==> src/hw/rtl/lse_pkg.sv <==
`default_nettype none

package lse_pkg;

  localparam int GROUP_COUNT = 4;
  localparam int GROUP_IDX_W = $clog2(GROUP_COUNT);

  localparam logic [1:0] MODE_LSB1 = 2'd0;
  localparam logic [1:0] MODE_LSB4 = 2'd1;
  localparam logic [1:0] MODE_LSBI = 2'd2;

  localparam logic CFG_MODE       = 1'b0;
  localparam logic CFG_IMAGE_SIZE = 1'b1;

  localparam logic [1:0] KIND_PAYLOAD  = 2'd0;
  localparam logic [1:0] KIND_SIZE_OK  = 2'd1;
  localparam logic [1:0] KIND_SIZE_ERR = 2'd2;

  localparam logic [1:0] HEADER_LAST = 2'd3;

  typedef enum logic [3:0] {
    PH_GROUP   = 4'b0001,
    PH_HEADER  = 4'b0010,
    PH_PAYLOAD = 4'b0100,
    PH_DONE    = 4'b1000
  } phase_t;

  typedef struct packed {
    logic [1:0]  kind;
    logic [31:0] value;
    logic        last;
  } result_t;

endpackage

`default_nettype wire

==> src/hw/rtl/lse_core.sv <==
`default_nettype none

module lse_core
  import lse_pkg::*;
(
  input  logic        clk,
  input  logic        rst,
  input  logic        step,
  input  logic [7:0]  carrier,
  input  logic [1:0]  mode,
  input  logic [31:0] image_size,
  output logic        res_valid,
  output result_t     res
);

  phase_t                 phase, phase_next;
  logic [GROUP_COUNT-1:0] group_flags, group_flags_next;
  logic [7:0]             bit_accum, bit_accum_next;
  logic [2:0]             bit_count, bit_count_next;
  logic [31:0]            size_shift, size_shift_next;
  logic [1:0]             header_byte_count, header_byte_count_next;
  logic [31:0]            payload_remaining, payload_remaining_next;

  always_comb begin
    logic                   go;
    logic [2:0]             cnt;
    phase_t                 ph;
    logic [GROUP_IDX_W-1:0] idx;
    logic [7:0]             acc_new;
    logic [3:0]             sum;
    logic [31:0]            shift_new;
    logic [34:0]            need;
    logic [31:0]            rem_new;

    phase_next             = phase;
    group_flags_next       = group_flags;
    bit_accum_next         = bit_accum;
    bit_count_next         = bit_count;
    size_shift_next        = size_shift;
    header_byte_count_next = header_byte_count;
    payload_remaining_next = payload_remaining;
    res_valid              = 1'b0;
    res                    = '0;

    go        = (phase != PH_DONE);
    cnt       = bit_count;
    ph        = phase;
    idx       = bit_count[GROUP_IDX_W-1:0];
    acc_new   = bit_accum;
    sum       = 4'd0;
    shift_new = {size_shift[23:0], acc_new};
    need      = '0;
    rem_new   = payload_remaining - 32'd1;

    if (phase == PH_GROUP) begin
      if (mode == MODE_LSBI) begin
        go = 1'b0;
        group_flags_next = group_flags | (GROUP_COUNT'(carrier[0]) << idx);
        if (idx == GROUP_IDX_W'(GROUP_COUNT - 1)) begin
          bit_count_next = 3'd0;
          phase_next     = PH_HEADER;
        end else begin
          bit_count_next = 3'(idx + GROUP_IDX_W'(1));
        end
      end else begin
        cnt = 3'd0;
        ph  = PH_HEADER;
      end
    end

    if (go) begin
      phase_next = ph;
      unique case (mode)
        MODE_LSB4: begin
          acc_new = {bit_accum[3:0], carrier[3:0]};
          sum     = {1'b0, cnt} + 4'd4;
        end
        MODE_LSBI: begin
          acc_new = {bit_accum[6:0], carrier[0] ^ group_flags[carrier[2:1]]};
          sum     = {1'b0, cnt} + 4'd1;
        end
        default: begin
          acc_new = {bit_accum[6:0], carrier[0]};
          sum     = {1'b0, cnt} + 4'd1;
        end
      endcase
      bit_accum_next = acc_new;
      shift_new      = {size_shift[23:0], acc_new};
      if (sum[3]) begin
        bit_count_next = 3'd0;
        if (ph == PH_HEADER) begin
          size_shift_next = shift_new;
          if (header_byte_count != HEADER_LAST) begin
            header_byte_count_next = header_byte_count + 2'd1;
          end else begin
            header_byte_count_next = 2'd0;
            need = (mode == MODE_LSB4) ? {2'b0, shift_new, 1'b0} : {shift_new, 3'b0};
            res_valid = 1'b1;
            res.value = shift_new;
            if (need > {3'b0, image_size}) begin
              res.kind   = KIND_SIZE_ERR;
              res.last   = 1'b0;
              phase_next = PH_DONE;
            end else begin
              res.kind               = KIND_SIZE_OK;
              res.last               = (shift_new == 32'd0);
              payload_remaining_next = shift_new;
              phase_next             = (shift_new == 32'd0) ? PH_DONE : PH_PAYLOAD;
            end
          end
        end else begin
          payload_remaining_next = rem_new;
          res_valid = 1'b1;
          res.kind  = KIND_PAYLOAD;
          res.value = {24'd0, acc_new};
          res.last  = (rem_new == 32'd0);
          if (rem_new == 32'd0) begin
            phase_next = PH_DONE;
          end
        end
      end else begin
        bit_count_next = sum[2:0];
      end
    end
  end

  always_ff @(posedge clk) begin
    if (rst) begin
      phase             <= PH_GROUP;
      group_flags       <= '0;
      bit_accum         <= '0;
      bit_count         <= '0;
      size_shift        <= '0;
      header_byte_count <= '0;
      payload_remaining <= '0;
    end else if (step) begin
      phase             <= phase_next;
      group_flags       <= group_flags_next;
      bit_accum         <= bit_accum_next;
      bit_count         <= bit_count_next;
      size_shift        <= size_shift_next;
      header_byte_count <= header_byte_count_next;
      payload_remaining <= payload_remaining_next;
    end
  end

`ifndef SYNTH
  a_done_silent: assert property (@(posedge clk) disable iff (rst)
    phase == PH_DONE |-> !res_valid)
    else $error("result produced after the stream ended");

  a_last_ends: assert property (@(posedge clk) disable iff (rst)
    step && res_valid && res.last |=> phase == PH_DONE)
    else $error("final item did not end the stream");

  a_payload_count: assert property (@(posedge clk) disable iff (rst)
    phase == PH_PAYLOAD |-> payload_remaining != 32'd0)
    else $error("payload phase with nothing remaining");
`endif

endmodule

`default_nettype wire

==> src/hw/rtl/lsb_stego_extractor_top.sv <==
// Recovers bytes hidden in the low bits of a stream of carrier image bytes.
// Carrier bytes enter on carrier_byte with carrier_valid/carrier_ready; results
// leave on kind, value and last with result_valid/result_ready. The first four
// hidden bytes form a big-endian size that comes out once as a size-accepted
// or size-error item, and the payload bytes follow as payload items.
// Configuration (mode, image_size) is written through cfg_we, cfg_index and
// cfg_data; the user must do so only while the block is idle, which the block
// itself does not enforce. One carrier item is taken every cycle while the
// receiver does not stall. An accepted carrier is held in the input register
// and decoded from there into the output register, where its result becomes
// visible. The rate is set by the single decode step between the two registers.
// When the receiver stalls, a waiting result holds in the output register and
// one more carrier waits in the input register; then carrier_ready drops.
// Reset clears the configuration and returns the decoder to its start phase.
// After the last payload item or a size error, carriers are accepted and
// dropped until the next reset.
`default_nettype none

module lsb_stego_extractor_top
  import lse_pkg::*;
(
  input  logic        clk,
  input  logic        rst,
  input  logic        cfg_we,
  input  logic        cfg_index,
  input  logic [31:0] cfg_data,
  input  logic        carrier_valid,
  output logic        carrier_ready,
  input  logic [7:0]  carrier_byte,
  output logic        result_valid,
  input  logic        result_ready,
  output logic [1:0]  kind,
  output logic [31:0] value,
  output logic        last
);

  logic [1:0]  mode;
  logic [31:0] image_size;
  logic        in_full;
  logic [7:0]  in_byte;
  logic        out_full;
  result_t     out_res;
  logic        step;
  logic        res_valid;
  result_t     res;

  assign step          = in_full && (!out_full || result_ready);
  assign carrier_ready = !in_full || step;
  assign result_valid  = out_full;
  assign kind          = out_res.kind;
  assign value         = out_res.value;
  assign last          = out_res.last;

  always_ff @(posedge clk) begin
    if (rst) begin
      mode       <= MODE_LSB1;
      image_size <= '0;
    end else if (cfg_we) begin
      if (cfg_index == CFG_MODE) begin
        mode <= cfg_data[1:0];
      end else begin
        image_size <= cfg_data;
      end
    end
  end

  always_ff @(posedge clk) begin
    if (rst) begin
      in_full  <= 1'b0;
      out_full <= 1'b0;
    end else begin
      if (carrier_valid && carrier_ready) begin
        in_full <= 1'b1;
      end else if (step) begin
        in_full <= 1'b0;
      end
      if (step) begin
        out_full <= res_valid;
      end else if (result_ready) begin
        out_full <= 1'b0;
      end
    end
  end

  always_ff @(posedge clk) begin
    if (carrier_valid && carrier_ready) begin
      in_byte <= carrier_byte;
    end
    if (step && res_valid) begin
      out_res <= res;
    end
  end

  lse_core u_core (
    .clk        (clk),
    .rst        (rst),
    .step       (step),
    .carrier    (in_byte),
    .mode       (mode),
    .image_size (image_size),
    .res_valid  (res_valid),
    .res        (res)
  );

`ifndef SYNTH
  a_no_overwrite: assert property (@(posedge clk) disable iff (rst)
    in_full && carrier_valid && carrier_ready |-> step)
    else $error("held carrier item overwritten before decode");
`endif

endmodule

`default_nettype wire
==> config.mk <==
export PLATFORM = sky130hd
export DESIGN_NAME = lsb_stego_extractor_top
export DESIGN_NICKNAME = d
export VERILOG_FILES = /design/src/hw/rtl/lse_pkg.sv /design/src/hw/rtl/lse_core.sv /design/src/hw/rtl/lsb_stego_extractor_top.sv
export SDC_FILE = /design/constraint.sdc
export NUM_CORES = 1
export LEC_CHECK = 0
export BUFFER_PORTS_ARGS = -buffer_cell sky130_fd_sc_hd__buf_2
export CORE_ASPECT_RATIO = 0.8
export CORE_MARGIN = 3
export CORE_UTILIZATION = 60
export DETAILED_ROUTE_END_ITERATION = 16
export GPL_ROUTABILITY_DRIVEN = 0
export PLACE_DENSITY = 0.87
export SLEW_MARGIN = 30
export SYNTH_ARGS = -nofsm -noshare
export SYNTH_HDL_FRONTEND = slang
export SYNTH_SLANG_ARGS = --single-unit
==> constraint.sdc <==
create_clock -name clk -period 12.05 [get_ports clk]
set_input_delay 1.205 -clock clk [delete_from_list [all_inputs] [get_ports clk]]
set_output_delay 1.205 -clock clk [all_outputs]
set_load 0.05 [all_outputs]
==> out/results.tsv <==
stage	metric	value	unit
synth	yosys.area.top_type	dfxtp_1	
synth	syn_avg_cell_area	8.248	µm²
placement	pre_cts_ws	7.264	ns
global_route	gr-total-overflow	0	
synth	syn-instance-count	1018	
hold_path	hp-class	flop to flop	
cts	cts_tree	done	
pwr	power_leakage	3.590	nW
global_route	grtUsageTotal	28.60	%
timing	setup_violations	0	
synth	syn_area	8397	µm²
die	initial_utilization	61.53	%
critical_path	crit_path_end_kind	flop	
layout	final_core_util	69.05	%
route	ant_nets	0	
critical_path	worstSetupStartpointType	flop	
global_route	grt_max_degree	78	
critical_path	rrSetupSlack	7.05	ns
die	die_x	138.3	µm
layout	area_growth	12.22	%
status	status	finished, final reports clean	
die	dieHeight	111.8	µm
route	firstDrtPassIters	6	
global_route	grt_pass1_vias	7453	
timing	worstMarginPinSlew	0.8779	ns
synth	synth-main-ff-cell	dfxtp_1	
die	std_cell_rows	38	
synth	yosysSeqAreaShare	40.65	%
layout	fin_nets	1147	
placement	placed_cell_area	8841	µm²
die	dieArea	15460	µm²
layout	drive_gt1_share	16.08	%
critical_path	worstSetupEndpoint	u_core.payload_remaining[23]	
cts	cts_buffer_depth	2	
synth	ys_seq_elements	151	
synth	yosysWarningCount	0	
cts	cts-buffers-inserted	17	
placement	port_buffers	78	
synth	yosysTopAreaCellShare	26.70	%
critical_path	critPathRequiredTime	12.38	ns
route	wl_per_cell	17.72	µm
global_route	grt_pass1_wl	36580	µm
critical_path	cp.arrival	5.33	ns
timing	tns	0	ns
timing	finClkSkew	0.008337	ns
cts	cts-resized-gates	0	
critical_path	rr_endpoint	u_core.payload_remaining[23]	
critical_path	critPathKind	flop to flop	
route	drc_errors	0	
timing	drv_slew	0	
die	core-area	13650	µm²
critical_path	reg2reg_from	mode[1]	
cts	clk_transition_reported_paths	0.07	ns
global_route	antenna_found_initial	0	
timing	slew_headroom	41.39	%
synth	ys_top_cells_by_area	dfxtp_1 (27%), edfxtp_1 (14%), nand2_1 (7.6%), a21oi_1 (6.8%), ha_1 (5.7%)	
layout	stdcell_area	9423	µm²
placement	place_hpwl	14870	µm
critical_path	cp_max_fo	34	
die	boundaryPins	83	
placement	place_inst	1224	
synth	syn_nets	1102	
layout	mostFrequentLayoutCells	nand2_1 (170), a21oi_1 (114), dfxtp_1 (112)	
layout	final-instance-count-excl-fill	1257	
synth	synth_edf_count	39	
cts	cts_setup_buffers	0	
critical_path	r2r_cells	16	
timing	hold_viol	0	
cts	cts_sinks	151	
pwr	power_density	124.8	nW/µm²
route	vias	7912	
synth	async_flop_share	0	%
route	first_iter_violations	933	
flow_run	cap_violations	0	
cts	clock-root-buffer	clkbuf_16	
timing	fin_crit_sh	41.51	%
timing	maxClockFrequency	199.9	MHz
cts	holdBufCountCts	0	
critical_path	worstSetupStartpoint	mode[1]	
cts	clock_latency	0.43	ns
timing	rsz0062_at_grt	no	
route	avgViaCountPerCell	6.294	
layout	final_common_cell	nand2_1	
cts	cts_max_level	4	
timing	fin_crit	5.002	ns
timing	setup_ws	7.048	ns
synth	synth.distinct_cells	83	
pwr	irDropWorstVdd	105.8	µV
route	wirelength	22270	µm
[per-stage QoR]
step,hold slack [ns],total power [mW]
floorplan,0.4315,0.6290
detailed placement,0.4463,0.6590
CTS,0.4549,1.173
global route,0.4711,1.212
finish,0.4535,1.176
global placement,0.4426,0.6545
[where the power goes]
part,internal [mW],leakage [nW],switching (mW)
Clock,0.300,0.271,0.224
Combinational,0.0415,2.13,0.0763
Sequential,0.527,1.19,0.00745
Total,0.868,3.59,0.308
[synthesized netlist by cell type, drive strengths merged, types with 4 or more instances]
master and number:
a21oi 114, nand2 172, or4 6, buf 14, or2 4, o32ai 4
dfxtp 112, a31oi 7, edfxtp 39, o22ai 7, nand4 12, inv 48
nor2 98, a211oi 22, a22oi 9, and3 26, nand3b 6, o31ai 10
nand3 19, ha 38, o211ai 8, and2 4, nor4 17, nor2b 6
o21ai 43, nand2b 6, nor3 34, mux2 21, clkbuf 46, or3 8
[worst min-delay path by stage]
stage,cells after the start,endpoint,slack [ns],from
3_5_place_dp,2,image_size[19],0.45,image_size[19]
3_3_place_gp,2,image_size[1],0.44,image_size[1]
5_1_grt,2,image_size[24],0.47,image_size[24]
2_1_floorplan,2,u_core.group_flags[2],0.43,u_core.group_flags[2]
4_1_cts,2,image_size[19],0.45,image_size[19]
6_report,2,image_size[25],0.45,image_size[25]
[per-layer routing]
metal	share of wire, %	wire length (µm)	track usage [%]
met4	2.6	578	9.743
met5	0	0	0
met2	46	10350	46.16
met1	43	9483	38.38
met3	8.4	1860	6.312
[flip-flops by register name, indices dropped and copies added, names as in the netlist]
register and count:
last 1, u_core.bit_accum 7, u_core.size_shift 24, in_full 1, u_core.bit_count 3, mode 2
in_byte 4, u_core.group_flags 4, kind 2, u_core.payload_remaining 32, u_core.header_byte_count 2, image_size 32
u_core.phase 4, value 32, result_valid 1
[cells by family after synthesis]
logic type / Yosys count / share of synthesized area (%)
muxes: 24 / 3.323
DFF: 151 / 40.65
adders and majority gates: 38 / 5.662
buffers and inverters: 109 / 5.141
and+or+nand+nor: 435 / 25.61
xor gates and xnor gates: 4 / 0.4173
AOI/OAI and AO/OA: 257 / 19.19
[worst max-delay path, stage by stage (launching register included)]
cell and delay [ns]:
dfxtp_1 0.31, inv_1 0.07, ha_1 0.14, buf_4 0.37, inv_1 0.33, nor2_1 0.45
a22oi_1 0.33, o21ai_0 0.35, ha_1 0.31, and4_1 0.22, nor4bb_1 0.14, o21ai_0 0.13
nand3b_1 0.13, a211oi_2 0.51, o31a_2 0.61, o21ai_0 0.19, a221oi_1 0.31
[cell type report]
cell class / count / area (µm²)
multi-input cells: 758 / 4569
repair buffers: 86 / 452.9
diodes: 1 / 2.502
inverters: 49 / 183.9
flip-flops and latches: 151 / 3413
clock inverters: 12 / 117.6
well taps: 180 / 225.2
fillers: 1048 / 4223
clock buffers: 20 / 457.9
Note: power is estimated with default switching activity, not from simulation.
